[config.mk]
export PLATFORM = sky130hd
export DESIGN_NAME = section_table_address_translator
export DESIGN_NICKNAME = d
export VERILOG_FILES = /design/src/rtl/stat_pkg.sv /design/src/rtl/stat_alu.sv /design/src/rtl/stat_table.sv /design/src/rtl/section_table_address_translator.sv
export VERILOG_INCLUDE_DIRS = /design/src /design/src/rtl
export SDC_FILE = /design/constraint.sdc
export NUM_CORES = 2
export LEC_CHECK = 0
export BUFFER_PORTS_ARGS = -buffer_cell sky130_fd_sc_hd__buf_4
export CORE_ASPECT_RATIO = 1.25
export CORE_MARGIN = 2
export CORE_UTILIZATION = 28
export CTS_CLUSTER_DIAMETER = 200
export DETAILED_ROUTE_END_ITERATION = 10
export SLEW_MARGIN = 15
export SYNTH_ARGS = -nofsm -noshare
export SYNTH_HDL_FRONTEND = slang
export SYNTH_SLANG_ARGS = --single-unit
[constraint.sdc]
create_clock -name clk -period 16.6 [get_ports clk]
set_input_delay 4.98 -clock clk [delete_from_list [all_inputs] [get_ports clk]]
set_output_delay 4.98 -clock clk [all_outputs]
set_load 0.005 [all_outputs]
[src/rtl/section_table_address_translator_assert.svh]
// Assertion macros for the section table address translator.
// Used by section_table_address_translator.sv; needs no other file.
`ifndef SECTION_TABLE_ADDRESS_TRANSLATOR_ASSERT_SVH
`define SECTION_TABLE_ADDRESS_TRANSLATOR_ASSERT_SVH

// Same-cycle implication, checked on every rising edge outside reset.
`define STAT_ASSERT_IMP(lbl, clk, rst_n, ante, cons, msg) \
	lbl: assert property (@(posedge clk) disable iff (!rst_n) (ante) |-> (cons)) \
		else $error(msg);

// Next-cycle implication, checked on every rising edge outside reset.
`define STAT_ASSERT_NXT(lbl, clk, rst_n, ante, cons, msg) \
	lbl: assert property (@(posedge clk) disable iff (!rst_n) (ante) |=> (cons)) \
		else $error(msg);

`endif

[src/rtl/stat_pkg.sv]
// Shared types and codes of the section table address translator.
// Used by stat_alu, stat_table and the top level; depends on nothing.
package stat_pkg;

	// Values of the action field.
	localparam logic ACT_LOAD  = 1'b0;
	localparam logic ACT_XLATE = 1'b1;

	// Register indexes, as decoded from paddr[2].
	localparam logic REG_SECTION_COUNT = 1'b0;
	localparam logic REG_IMAGE_BASE    = 1'b1;

	// Translation modes; the two remaining codes are invalid.
	typedef enum logic [2:0] {
		MODE_RVA_TO_OFF,
		MODE_RVA_TO_VA,
		MODE_OFF_TO_RVA,
		MODE_OFF_TO_VA,
		MODE_VA_TO_RVA,
		MODE_VA_TO_OFF
	} stat_mode_t;

	typedef enum logic {
		ALU_ADD,
		ALU_SUB
	} stat_alu_op_t;

	typedef enum logic [2:0] {
		ST_IDLE,
		ST_LOAD,
		ST_PREP,
		ST_SCAN,
		ST_FIN1,
		ST_FIN2,
		ST_REPLY
	} stat_state_t;

	// One section table entry.
	typedef struct packed {
		logic [31:0] virtual_start;
		logic [31:0] raw_size;
		logic [31:0] raw_start;
	} stat_entry_t;

	// Table port control from the sequencer.
	typedef struct packed {
		logic we;
		logic re;
	} stat_tbl_ctl_t;

	typedef struct packed {
		logic        action;
		logic [2:0]  mode;
		logic [31:0] address;
		logic [3:0]  entry_index;
		logic [31:0] entry_virtual_start;
		logic [31:0] entry_raw_size;
		logic [31:0] entry_raw_start;
	} stat_item_t;

	typedef struct packed {
		logic [31:0] translated;
		logic        found;
	} stat_result_t;

endpackage

[src/rtl/stat_alu.sv]
// Shared 33-bit add/subtract unit of the section table address translator.
// Depends on stat_pkg.
module stat_alu (
	input  logic [31:0]           a,
	input  logic [31:0]           b,
	input  stat_pkg::stat_alu_op_t op,
	output logic [32:0]           sum
);
	import stat_pkg::*;

	// Bit 32 is the carry of an add, or the borrow of a subtract (a < b).
	always_comb begin
		unique case (op)
			ALU_SUB: sum = {1'b0, a} - {1'b0, b};
			default: sum = {1'b0, a} + {1'b0, b};
		endcase
	end

endmodule

[src/rtl/stat_table.sv]
// Section table storage: one write port, one read port with registered data.
// Depends on stat_pkg.
module stat_table #(
	parameter int DEPTH = 16,
	parameter int AW    = 4
) (
	input  logic                    clk,
	input  stat_pkg::stat_tbl_ctl_t ctl,
	input  logic [AW-1:0]           waddr,
	input  stat_pkg::stat_entry_t   wdata,
	input  logic [AW-1:0]           raddr,
	output stat_pkg::stat_entry_t   rdata
);
	import stat_pkg::*;

	stat_entry_t mem_q [DEPTH];

	always_ff @(posedge clk) begin
		if (ctl.we) begin
			mem_q[waddr] <= wdata;
		end
		if (ctl.re) begin
			rdata <= mem_q[raddr];
		end
	end

endmodule

[src/rtl/section_table_address_translator.sv]
// Top level of the section table address translator: sequencer, registers, APB port.
// Depends on stat_pkg, stat_alu, stat_table and section_table_address_translator_assert.svh.
//
// The block holds a table of section entries (virtual start, raw size, raw
// file start) and converts 32-bit addresses between RVA, VA and file offset.
// A command transfer is taken when start is high and busy is low; each command
// gives exactly one result, shown on result for the single cycle in which done
// is high. The receiver cannot stall that result, so it must capture it in
// that cycle. A load command goes through the load state to the reply state.
// A translate command passes through a setup state, then examines one table
// slot per cycle in slot order. Slot 0 is always examined, and the walk goes
// on up to the active count. A hit forms the result in a finishing state, and
// the modes that add the image base take a second finishing state for that. A
// miss answers right after the last slot. The pace of the walk is set by the
// single table read port and the one shared adder, which it uses once per
// slot. An invalid mode goes from the setup state straight to the reply. The
// user must write registers through the APB port only while the block is
// idle; the block itself does not enforce this.
`include "section_table_address_translator_assert.svh"

module section_table_address_translator #(
	parameter int MAX_SECTIONS = 16
) (
	input  logic                   clk,
	input  logic                   arst_n,
	// configuration port
	input  logic                   psel,
	input  logic                   penable,
	input  logic                   pwrite,
	input  logic [2:0]             paddr,
	input  logic [31:0]            pwdata,
	output logic [31:0]            prdata,
	output logic                   pready,
	// command channel
	input  logic                   start,
	output logic                   busy,
	input  stat_pkg::stat_item_t   item,
	// result channel
	output logic                   done,
	output stat_pkg::stat_result_t result
);
	import stat_pkg::*;

	// Table address width, slot counter width (holds MAX_SECTIONS itself), and
	// the width used for count compares (at least the 5-bit register).
	localparam int AW = (MAX_SECTIONS > 1) ? $clog2(MAX_SECTIONS) : 1;
	localparam int CW = $clog2(MAX_SECTIONS + 1);
	localparam int NW = (CW > 5) ? CW : 5;

	// Configuration registers.
	logic [4:0]  section_count_q;
	logic [31:0] image_base_q;

	// Sequencer and datapath registers.
	stat_state_t state_q, state_d;
	stat_item_t  item_q;
	logic [31:0] src_q;      // source address, a VA source already moved to an RVA
	logic [31:0] diff_q;     // offset of the address inside the hit section
	logic [31:0] base_q;     // start of the hit section in the target space
	logic [31:0] res_q;
	logic        found_q;
	logic        use_src_q;  // result is the source address itself
	logic [CW-1:0] idx_q;    // slot whose entry sits on the table read data

	// Control from the output decode.
	stat_tbl_ctl_t tbl_ctl;
	stat_alu_op_t  alu_op;
	logic [31:0]   alu_a, alu_b;
	logic [32:0]   alu_sum;
	logic [AW-1:0] tbl_raddr;
	stat_entry_t   tbl_rdata;
	stat_entry_t   tbl_wdata;

	// Mode decode.
	logic by_raw, va_src, pass_src, add_base, bad_mode;

	// Slot walk status.
	logic [NW-1:0] active_n;
	logic [CW-1:0] idx_next;
	logic [31:0]   lo;
	logic          borrow, hdr_hit, sec_hit, last_slot, any_hit, load_ok;

	//------------------------------------------------------------------
	// Configuration port. Register 0 is the section count, register 1 the
	// image base; paddr[2] selects between them.
	//------------------------------------------------------------------
	assign pready = 1'b1;

	always_ff @(posedge clk or negedge arst_n) begin
		if (!arst_n) begin
			section_count_q <= 5'd0;
			image_base_q    <= 32'd0;
		end else if (psel && penable && pwrite && pready) begin
			unique case (paddr[2])
				REG_SECTION_COUNT: section_count_q <= pwdata[4:0];
				default:           image_base_q    <= pwdata;
			endcase
		end
	end

	always_comb begin
		unique case (paddr[2])
			REG_SECTION_COUNT: prdata = {27'd0, section_count_q};
			default:           prdata = image_base_q;
		endcase
	end

	//------------------------------------------------------------------
	// Mode decode. File-offset sources search by raw start; VA sources first
	// subtract the image base; RVA-to-VA and VA-to-RVA keep the source value
	// on a hit; modes with a VA target add the image base at the end.
	//------------------------------------------------------------------
	always_comb begin
		by_raw   = 1'b0;
		va_src   = 1'b0;
		pass_src = 1'b0;
		add_base = 1'b0;
		bad_mode = 1'b0;
		unique case (item_q.mode)
			MODE_RVA_TO_OFF: ;
			MODE_RVA_TO_VA: begin
				pass_src = 1'b1;
				add_base = 1'b1;
			end
			MODE_OFF_TO_RVA: by_raw = 1'b1;
			MODE_OFF_TO_VA: begin
				by_raw   = 1'b1;
				add_base = 1'b1;
			end
			MODE_VA_TO_RVA: begin
				va_src   = 1'b1;
				pass_src = 1'b1;
			end
			MODE_VA_TO_OFF: va_src = 1'b1;
			default: bad_mode = 1'b1;
		endcase
	end

	//------------------------------------------------------------------
	// Slot walk. The shared unit subtracts the section start from the source
	// address: a borrow means the address lies below the start, otherwise the
	// difference is the offset into the section, and the section contains the
	// address when that offset is below the raw size. This is the unwrapped
	// end compare. At slot 0 a borrow means the address is in the header.
	//------------------------------------------------------------------
	assign active_n = (NW'(section_count_q) > NW'(MAX_SECTIONS)) ?
		NW'(MAX_SECTIONS) : NW'(section_count_q);
	assign idx_next = idx_q + CW'(1);
	assign lo       = by_raw ? tbl_rdata.raw_start : tbl_rdata.virtual_start;
	assign borrow   = alu_sum[32];
	assign hdr_hit  = (idx_q == '0) && borrow;
	assign sec_hit  = (NW'(idx_q) < active_n) && !borrow
		&& (alu_sum[31:0] < tbl_rdata.raw_size);
	assign any_hit  = hdr_hit || sec_hit;
	assign last_slot = ((NW + 1)'(idx_next)) >= ((NW + 1)'(active_n));
	assign load_ok  = ({28'd0, item_q.entry_index} < 32'(MAX_SECTIONS));

	//------------------------------------------------------------------
	// Sequencer: next state.
	//------------------------------------------------------------------
	always_comb begin
		state_d = state_q;
		unique case (state_q)
			ST_IDLE: begin
				if (start) begin
					state_d = (item.action == ACT_LOAD) ? ST_LOAD : ST_PREP;
				end
			end
			ST_LOAD: state_d = ST_REPLY;
			ST_PREP: state_d = bad_mode ? ST_REPLY : ST_SCAN;
			ST_SCAN: begin
				priority if (any_hit) begin
					state_d = ST_FIN1;
				end else if (last_slot) begin
					state_d = ST_REPLY;
				end
			end
			ST_FIN1: state_d = add_base ? ST_FIN2 : ST_REPLY;
			ST_FIN2: state_d = ST_REPLY;
			ST_REPLY: state_d = ST_IDLE;
			default: state_d = ST_IDLE;
		endcase
	end

	//------------------------------------------------------------------
	// Sequencer: table port and shared unit operands for each step.
	//------------------------------------------------------------------
	always_comb begin
		tbl_ctl   = '0;
		tbl_raddr = '0;
		alu_a     = src_q;
		alu_b     = lo;
		alu_op    = ALU_SUB;
		unique case (state_q)
			ST_LOAD: tbl_ctl.we = load_ok;
			ST_PREP: begin
				// Fetch slot 0 and move a VA source down to an RVA.
				tbl_ctl.re = 1'b1;
				alu_a      = item_q.address;
				alu_b      = image_base_q;
			end
			ST_SCAN: begin
				// Compare against the current slot, fetch the next one.
				tbl_ctl.re = 1'b1;
				tbl_raddr  = idx_next[AW-1:0];
			end
			ST_FIN1: begin
				alu_a  = diff_q;
				alu_b  = base_q;
				alu_op = ALU_ADD;
			end
			ST_FIN2: begin
				alu_a  = res_q;
				alu_b  = image_base_q;
				alu_op = ALU_ADD;
			end
			default: ;
		endcase
	end

	assign tbl_wdata.virtual_start = item_q.entry_virtual_start;
	assign tbl_wdata.raw_size      = item_q.entry_raw_size;
	assign tbl_wdata.raw_start     = item_q.entry_raw_start;

	stat_alu u_alu (
		.a  (alu_a),
		.b  (alu_b),
		.op (alu_op),
		.sum(alu_sum)
	);

	stat_table #(
		.DEPTH(MAX_SECTIONS),
		.AW   (AW)
	) u_table (
		.clk  (clk),
		.ctl  (tbl_ctl),
		.waddr(AW'(item_q.entry_index)),
		.wdata(tbl_wdata),
		.raddr(tbl_raddr),
		.rdata(tbl_rdata)
	);

	//------------------------------------------------------------------
	// State register.
	//------------------------------------------------------------------
	always_ff @(posedge clk or negedge arst_n) begin
		if (!arst_n) begin
			state_q <= ST_IDLE;
		end else begin
			state_q <= state_d;
		end
	end

	//------------------------------------------------------------------
	// Datapath registers.
	//------------------------------------------------------------------
	always_ff @(posedge clk) begin
		unique case (state_q)
			ST_IDLE: begin
				if (start) begin
					item_q <= item;
				end
			end
			ST_LOAD: begin
				res_q   <= 32'd0;
				found_q <= load_ok;
			end
			ST_PREP: begin
				src_q   <= va_src ? alu_sum[31:0] : item_q.address;
				idx_q   <= '0;
				res_q   <= 32'd0;
				found_q <= 1'b0;
			end
			ST_SCAN: begin
				idx_q <= idx_next;
				if (any_hit) begin
					found_q   <= 1'b1;
					use_src_q <= hdr_hit || pass_src;
					diff_q    <= alu_sum[31:0];
					base_q    <= by_raw ? tbl_rdata.virtual_start : tbl_rdata.raw_start;
				end
			end
			ST_FIN1: res_q <= use_src_q ? src_q : alu_sum[31:0];
			ST_FIN2: res_q <= alu_sum[31:0];
			default: ;
		endcase
	end

	//------------------------------------------------------------------
	// Ports. The result registers hold still through the reply cycle.
	//------------------------------------------------------------------
	assign busy              = (state_q != ST_IDLE);
	assign done              = (state_q == ST_REPLY);
	assign result.translated = res_q;
	assign result.found      = found_q;

	//------------------------------------------------------------------
	// Assertions.
	//------------------------------------------------------------------
	`STAT_ASSERT_NXT(a_accept_busy, clk, arst_n, start && !busy, busy && !done,
		"accepted command did not make the block busy")
	`STAT_ASSERT_NXT(a_done_single, clk, arst_n, done, !done && !busy,
		"result strobe lasted longer than one cycle")
	`STAT_ASSERT_IMP(a_miss_zero, clk, arst_n, done && !result.found,
		result.translated == 32'd0, "miss or failed load gave a nonzero address")
	`STAT_ASSERT_IMP(a_load_timing, clk, arst_n, start && !busy && item.action == ACT_LOAD,
		##2 done, "load command did not finish two cycles after acceptance")

endmodule

======== Yosys cells after proc, flatten, opt, wreduce, memory -nomap -nowiden ========
Memories as Yosys holds them, arrays and structs flattened. A register that Yosys moved wholly into a read port is not among the register bits.
Cells that the tools add are included.
word-level totals
  bits in registers ....................... 310
  RAM bits ................................ 1536
  input bits .............................. 177
  output and inout port bits .............. 68
  word-level logic and storage cells ...... 99
  memories ................................ 1
cells by class
  add/subtract/negate cells ............... 3
  $lt $le $gt $ge ......................... 4
  eq/ne operators ......................... 14
  multiplexer cells ....................... 29
  bitwise operators ....................... 1
  reduce and logical (&&, ||, !) cells .... 31
memories
  name           words  width  read ports  clocked after Yosys merged registers in  write ports  RTL line          RTL
  u_table.mem_q  16     96     1           1                                        1            stat_table.sv:16  stat_entry_t mem_q [DEPTH];
operators by type and width
  kind                                                  count
  case mux 32 bit (3 select lines)                      2
  two-way mux 32 bit                                    5
  case mux 32 bit (2 select lines)                      1
  adder 32 x 32 -> 33 bit                               1
  two-way mux 33 bit                                    1
  subtractor 32 x 32 -> 33 bit                          1
  < comparator 32 bit                                   1
  OR reduction 2 bit                                    9
  equality test 3 bit (second input constant)           5
  case mux 3 bit (5 select lines)                       1
  equality test 3 x 2 -> 1 bit (second input constant)  4
  two-way mux 3 bit                                     4
  AND reduction 2 bit                                   6
  case mux 5 bit (2 select lines)                       1
  two-way mux 1 bit                                     9
  nonzero test 3 bit                                    3
  equality test 3 x 1 -> 1 bit (second input constant)  2
  logical NOT 3 bit                                     2
  OR reduction 6 bit                                    1
  adder 5 x 1 -> 5 bit (second input constant)          1
  greater-or-equal comparator 5 bit                     1
  > comparator 5 bit (second input constant)            1
  logical AND 1 bit                                     5
  logical NOT 5 bit                                     1
  11 further kinds                                      14

======== Logic depth before layout (Yosys ltp) ========
  depth after elaboration ................. 13
  gate-level depth with buffers ........... 34
  mapped depth without buffers ............ 29

======== Hierarchy ========
From an unflattened synthesis, not the netlist that was laid out.
unflattened totals
  cells, all modules ...................... 3949
  area, all modules ....................... 77091.4 um^2
by module, submodules not included
  module                            instances  cells each  area an instance (um^2)  sequential area each (um^2)
  stat_table                        1          2460        60315.3                  49007.0
  section_table_address_translator  1          1129        14362.5                  9108.7
  stat_alu                          1          360         2413.6                   0.0

======== Least setup slack after synthesis ========
OpenSTA, ideal clock, no wires.
  kind .................................... flip-flop to flip-flop
  start point ............................. register state_q[1]
  end point ............................... register base_q[0] (enable)
  setup time .............................. 0.489 ns
  arrival ................................. 11.094 ns
  required time ........................... 16.111 ns
  setup slack ............................. 5.017 ns
  cell stages (with the launch flop) ...... 21
  buffers on the path ..................... 1
  clock period less this slack ............ 11.583 ns
  path through ............................ dfrtp_1 buf_2 inv_1 nor2_1 a22oi_1 o221ai_1 o31ai_1 xnor2_1 ha_1 and2_1 a31o_2 o41ai_1 xnor2_1 ha_1 nand2_1 nor2_1 a211oi_1 o211ai_1 a311oi_1 mux2i_1 nor2_1
on the way
  elaborated cells between the ends (all ways) .. 18
  classes of those cells .................. add/sub (2); order compare (1); eq/ne (4); mux (3); reduce/logical (8)
RTL lines
  what                                                                            RTL line                                 RTL
  start, declared                                                                 section_table_address_translator.sv:55   stat_state_t state_q, state_d;
  start signal, assigned                                                          section_table_address_translator.sv:251  state_q <= state_d;
  equality test 3 x 2 -> 1 bit / equality test 3 bit (equally long branches)      section_table_address_translator.sv:194  unique case (state_q)
  OR reduction 2 bit (no line)                                                    --
  case mux 32 bit (2 select lines)                                                section_table_address_translator.sv:194
  subtractor 32 x 32 -> 33 bit / adder 32 x 32 -> 33 bit (equally long branches)  stat_alu.sv:14, stat_alu.sv:15
  two-way mux 33 bit *                                                            stat_alu.sv:13                           unique case (op)
  named net alu_sum[29]                                                           section_table_address_translator.sv:69   logic [32:0] alu_sum;
  < comparator 32 bit *                                                           section_table_address_translator.sv:153  && (alu_sum[31:0] < tbl_rdata.raw_size);
  logical AND 1 bit *                                                             section_table_address_translator.sv:153
  logical OR 1 bit *                                                              section_table_address_translator.sv:154  assign any_hit = hdr_hit || sec_hit;
  AND reduction 2 bit (no line) *                                                 --
  end signal, assigned                                                            section_table_address_translator.sv:281  base_q <= by_raw ? tbl_rdata.virtual_start : tbl_rdata.raw_start;
  end, declared                                                                   section_table_address_translator.sv:59   logic [31:0] base_q;
The timed path passes the listed nets; every way through them passes the cells marked *.
A chain may end at the register's enable or synchronous reset.

======== Final worst setup path ========
  start point ............................. input port paddr[2]
  end point ............................... output port prdata[1]
on the way
  longest elaborated chain between the ends .. 1
ends and longest elaborated chain
  what                RTL line                                 RTL
  start, declared     section_table_address_translator.sv:30   input logic [2:0] paddr,
  two-way mux 32 bit  section_table_address_translator.sv:102  unique case (paddr[2])
  end, declared       section_table_address_translator.sv:32   output logic [31:0] prdata,
Every way passes these cells.

==> results.tsv <==
metric	value	unit
clk buf depth	4	
Post-Place Cell Area	0.0861	mm²
ANT nets after route	0	
Final #Nets	5492	
P_leak	31.1	nW
RePlAce Congestion	0.871	
Non-Filler Instances	9142	
htree depth	4	
Final Cell Area	0.0919	mm²
P per Cell Area	189	mW/mm²
number of global-route vias before repair	44300	
first-pass GRT wire length	313	mm
CTS Hold Buffers Added	0	
Min-Delay Endpoint	section_count_q[0]$_DFFE_PN0P_	
Worst-Margin Slew	1080	ps
internal power	10.8	mW
library cells used by synthesis	80	
Clk pwr share	0.235	
RSZ-0062 raised after global routing	false	
ys flop type	edfxtp_1	
hold path start	section_count_q[0]$_DFFE_PN0P_	
final setup margin	5750	ps
Mapped Avg Cell Area	15.9	µm²
sw frac	0.378	
flip-flop and latch area	0.0581	mm²
Fin. Hold Viols	0	
routed via count	45000	
switching pwr	6.57	mW
Post-synth EDFFs	1902	
Worst Hold Depth	1	
Reg2Reg Setup Slack	6740	ps
CTS tree	built	
I/O pin count	245	
Tightest Hold Check Type	flip-flop to flip-flop	
CP max-delay cell	mux2_2	
cts repair resizes	0	
Port Buffers	241	
Yosys top cell by area	edfxtp_1	
Filler Cells Inserted	27300	
Rows	219	
Period minus WS final	10850	ps
ranking of synthesized cells by area	edfxtp_1 (72%), mux2i_1 (5.9%), nand2_1 (2.8%), mux4_2 (2.7%), a311oi_1 (2.1%)	
First DRT Iteration DRCs	3829	
critical path, cell by cell	buf_4, mux2_2, buf_4	
period utilization	0.654	
CP Launch Type	primary input	
antenna violations before repair	37	
Die Area	0.289	mm²
asr flop ratio synth	0.0206	
via-per-instance ratio	4.92	
Post-Synthesis Cells	5019	
Initial Util	0.281	
reg2reg path depth	29	
drt drc	0	
CP Data Arrival Time	5870	ps
Yosys warnings	0	
Final HPWL DP	128	mm
Worst IR Drop VDD	178	µV
r2r startpoint	item_q[133]$_DFFE_PP_	
CTS Sinks	1942	
WL final	219	mm
most common cell in the netlist	edfxtp_1	
GR Overflow Total	0	
sequential fraction of design power	0.379	
layout cells sized above 1	0.153	
clock latency on the worst-skew pair	860	ps
synthesis-to-layout area growth	15.1	%
Core Box Area	0.284	mm²
Worst Setup End Kind	output port	
die width	481	µm
clock skew	80.7	ps
Fmax achieved	92.1	MHz
Sum Neg Setup Slack	0	ps
Worst slew margin	0.275	
Reg-to-Reg End	diff_q[9]$_DFFE_PP_	
GRT Total Usage	0.147	
Gate power share	0.386	
Routed WL per cell	24.0	µm
Max-cap violations	0	
outcome	completed	
post-synth top area share	0.716	
Max FO, Critical Path	35	
First-pass DRT Iterations	8	
final setup fails	0	
Syn Nets	5273	
clock buffer count from CTS	188	
DP Cell Count	8805	
Max Slew Vio Count	0	
multi-input gate area in the final layout	0.0205	mm²
DP Worst Slack	5710	ps
Req. time, crit path	11620	ps
Root Driver	clkbuf_16	
FF+latch count, synth	1942	
post-synthesis instance area	0.0798	mm²
Commonest cells post-synth	edfxtp_1 (1,902), nand2_1 (604), mux2i_1 (467), clkbuf_1 (256), nor2b_1 (206)	
largest net degree at the start of global routing	129	
Largest stage delay, worst path	400	ps
Worst-path clk slew	60	ps
CP Class	primary input to output port	
die height	601	µm
Crit path top cell by count	buf_4	
register area share after synthesis	0.728	
Setup Fix Bufs, Post-CTS	0	
==> layout make-up <==
cell class / count / share of cell area
flip-flops and latches: 1942 / 0.633
well taps: 3757 / 0.0512
clock buffers: 238 / 0.0542
clock inverters: 96 / 0.00855
repair buffers: 335 / 0.0281
diodes: 3 / 0.0000817
multi-input cells: 2717 / 0.223
inverters: 54 / 0.00237
==> power groups by stage <==
| stage | Combinational, mW | Sequential [mW] | Clock, mW |
|---|---|---|---|
| 2_1_floorplan | 4.42 | 6.51 | 0 |
| 4_1_cts | 6.71 | 6.59 | 4.18 |
| 5_1_grt | 7.28 | 6.64 | 4.35 |
| 3_3_place_gp | 6.59 | 6.67 | 0 |
| 3_5_place_dp | 6.68 | 6.70 | 0 |
| 6_report | 6.71 | 6.59 | 4.09 |
==> layer usage <==
metal	wire (µm)	track usage	part of all wire	vias up
met1	94300	0.198	0.43	23000
met2	105000	0.242	0.48	1575
li1	-	-	-	20000
met5	115	0	0.00052	-
met3	13000	0.0207	0.059	326
met4	7260	0.0500	0.033	16
==> registers in the layout, indices dropped and copies added (netlist names) <==
register,count
item_q,135
state_q,3
u_table.rdata,96
res_q,32
use_src_q,1
idx_q,5
found_q,1
section_count_q,5
base_q,32
u_table.mem_q,1536
diff_q,32
src_q,32
image_base_q,32
==> worst max path at each step <==
stage / from / to / slack, ps / cells past startpoint
global route: paddr[2] / prdata[1] / 5690 / 3
floorplan: state_q[1]$_DFFE_PN0P_ / base_q[0]$_DFFE_PP_ / 5020 / 20
detailed placement: paddr[2] / prdata[1] / 5710 / 3
finish: paddr[2] / prdata[1] / 5750 / 3
CTS: paddr[2] / prdata[1] / 5700 / 3
global placement: paddr[2] / prdata[1] / 5730 / 3
==> logic make-up after synthesis <==
logic type | after synthesis | share of synthesized area
xor+xnor | 63 | 0.00692
fa+ha+maj | 77 | 0.0122
compound gates | 784 | 0.0711
other cells | 1 | 0.0000470
flops | 1942 | 0.728
simple gates | 1148 | 0.0666
mux | 644 | 0.0972
buf+inv | 360 | 0.0176
==> stage by stage <==
stage                     hold slack [ps]  power, mW   util
after global routing                  589       18.3  0.323
after floorplan                       490       10.9      -
after CTS                             561       17.5  0.323
after global placement                534       13.3  0.303
final                                 555       17.4  0.323
after detailed placement              543       13.4  0.303
==> critical path, delay by kind of cell <==
kind     cells  cell delay (ps)
mux          1              400
buf+inv      2              480
==> cell usage in the layout (no fill, tap or decap), drive strengths merged, types with 12 or more instances in the layout <==
cell type / n
nor3: 127
ha: 76
nand4: 13
a221o: 34
and2: 31
mux4: 96
nor2: 106
a211oi: 201
mux2i: 467
xor2: 23
buf: 335
a21o: 22
nand3: 12
o21bai: 15
nor2b: 206
clkinv: 71
clkbuf: 238
a311oi: 195
o21ai: 63
edfxtp: 1902
dfrtp: 40
mux2: 81
inv: 62
a21oi: 182
xnor2: 40
nand2: 604
Note: power is estimated with default switching activity, not from simulation.
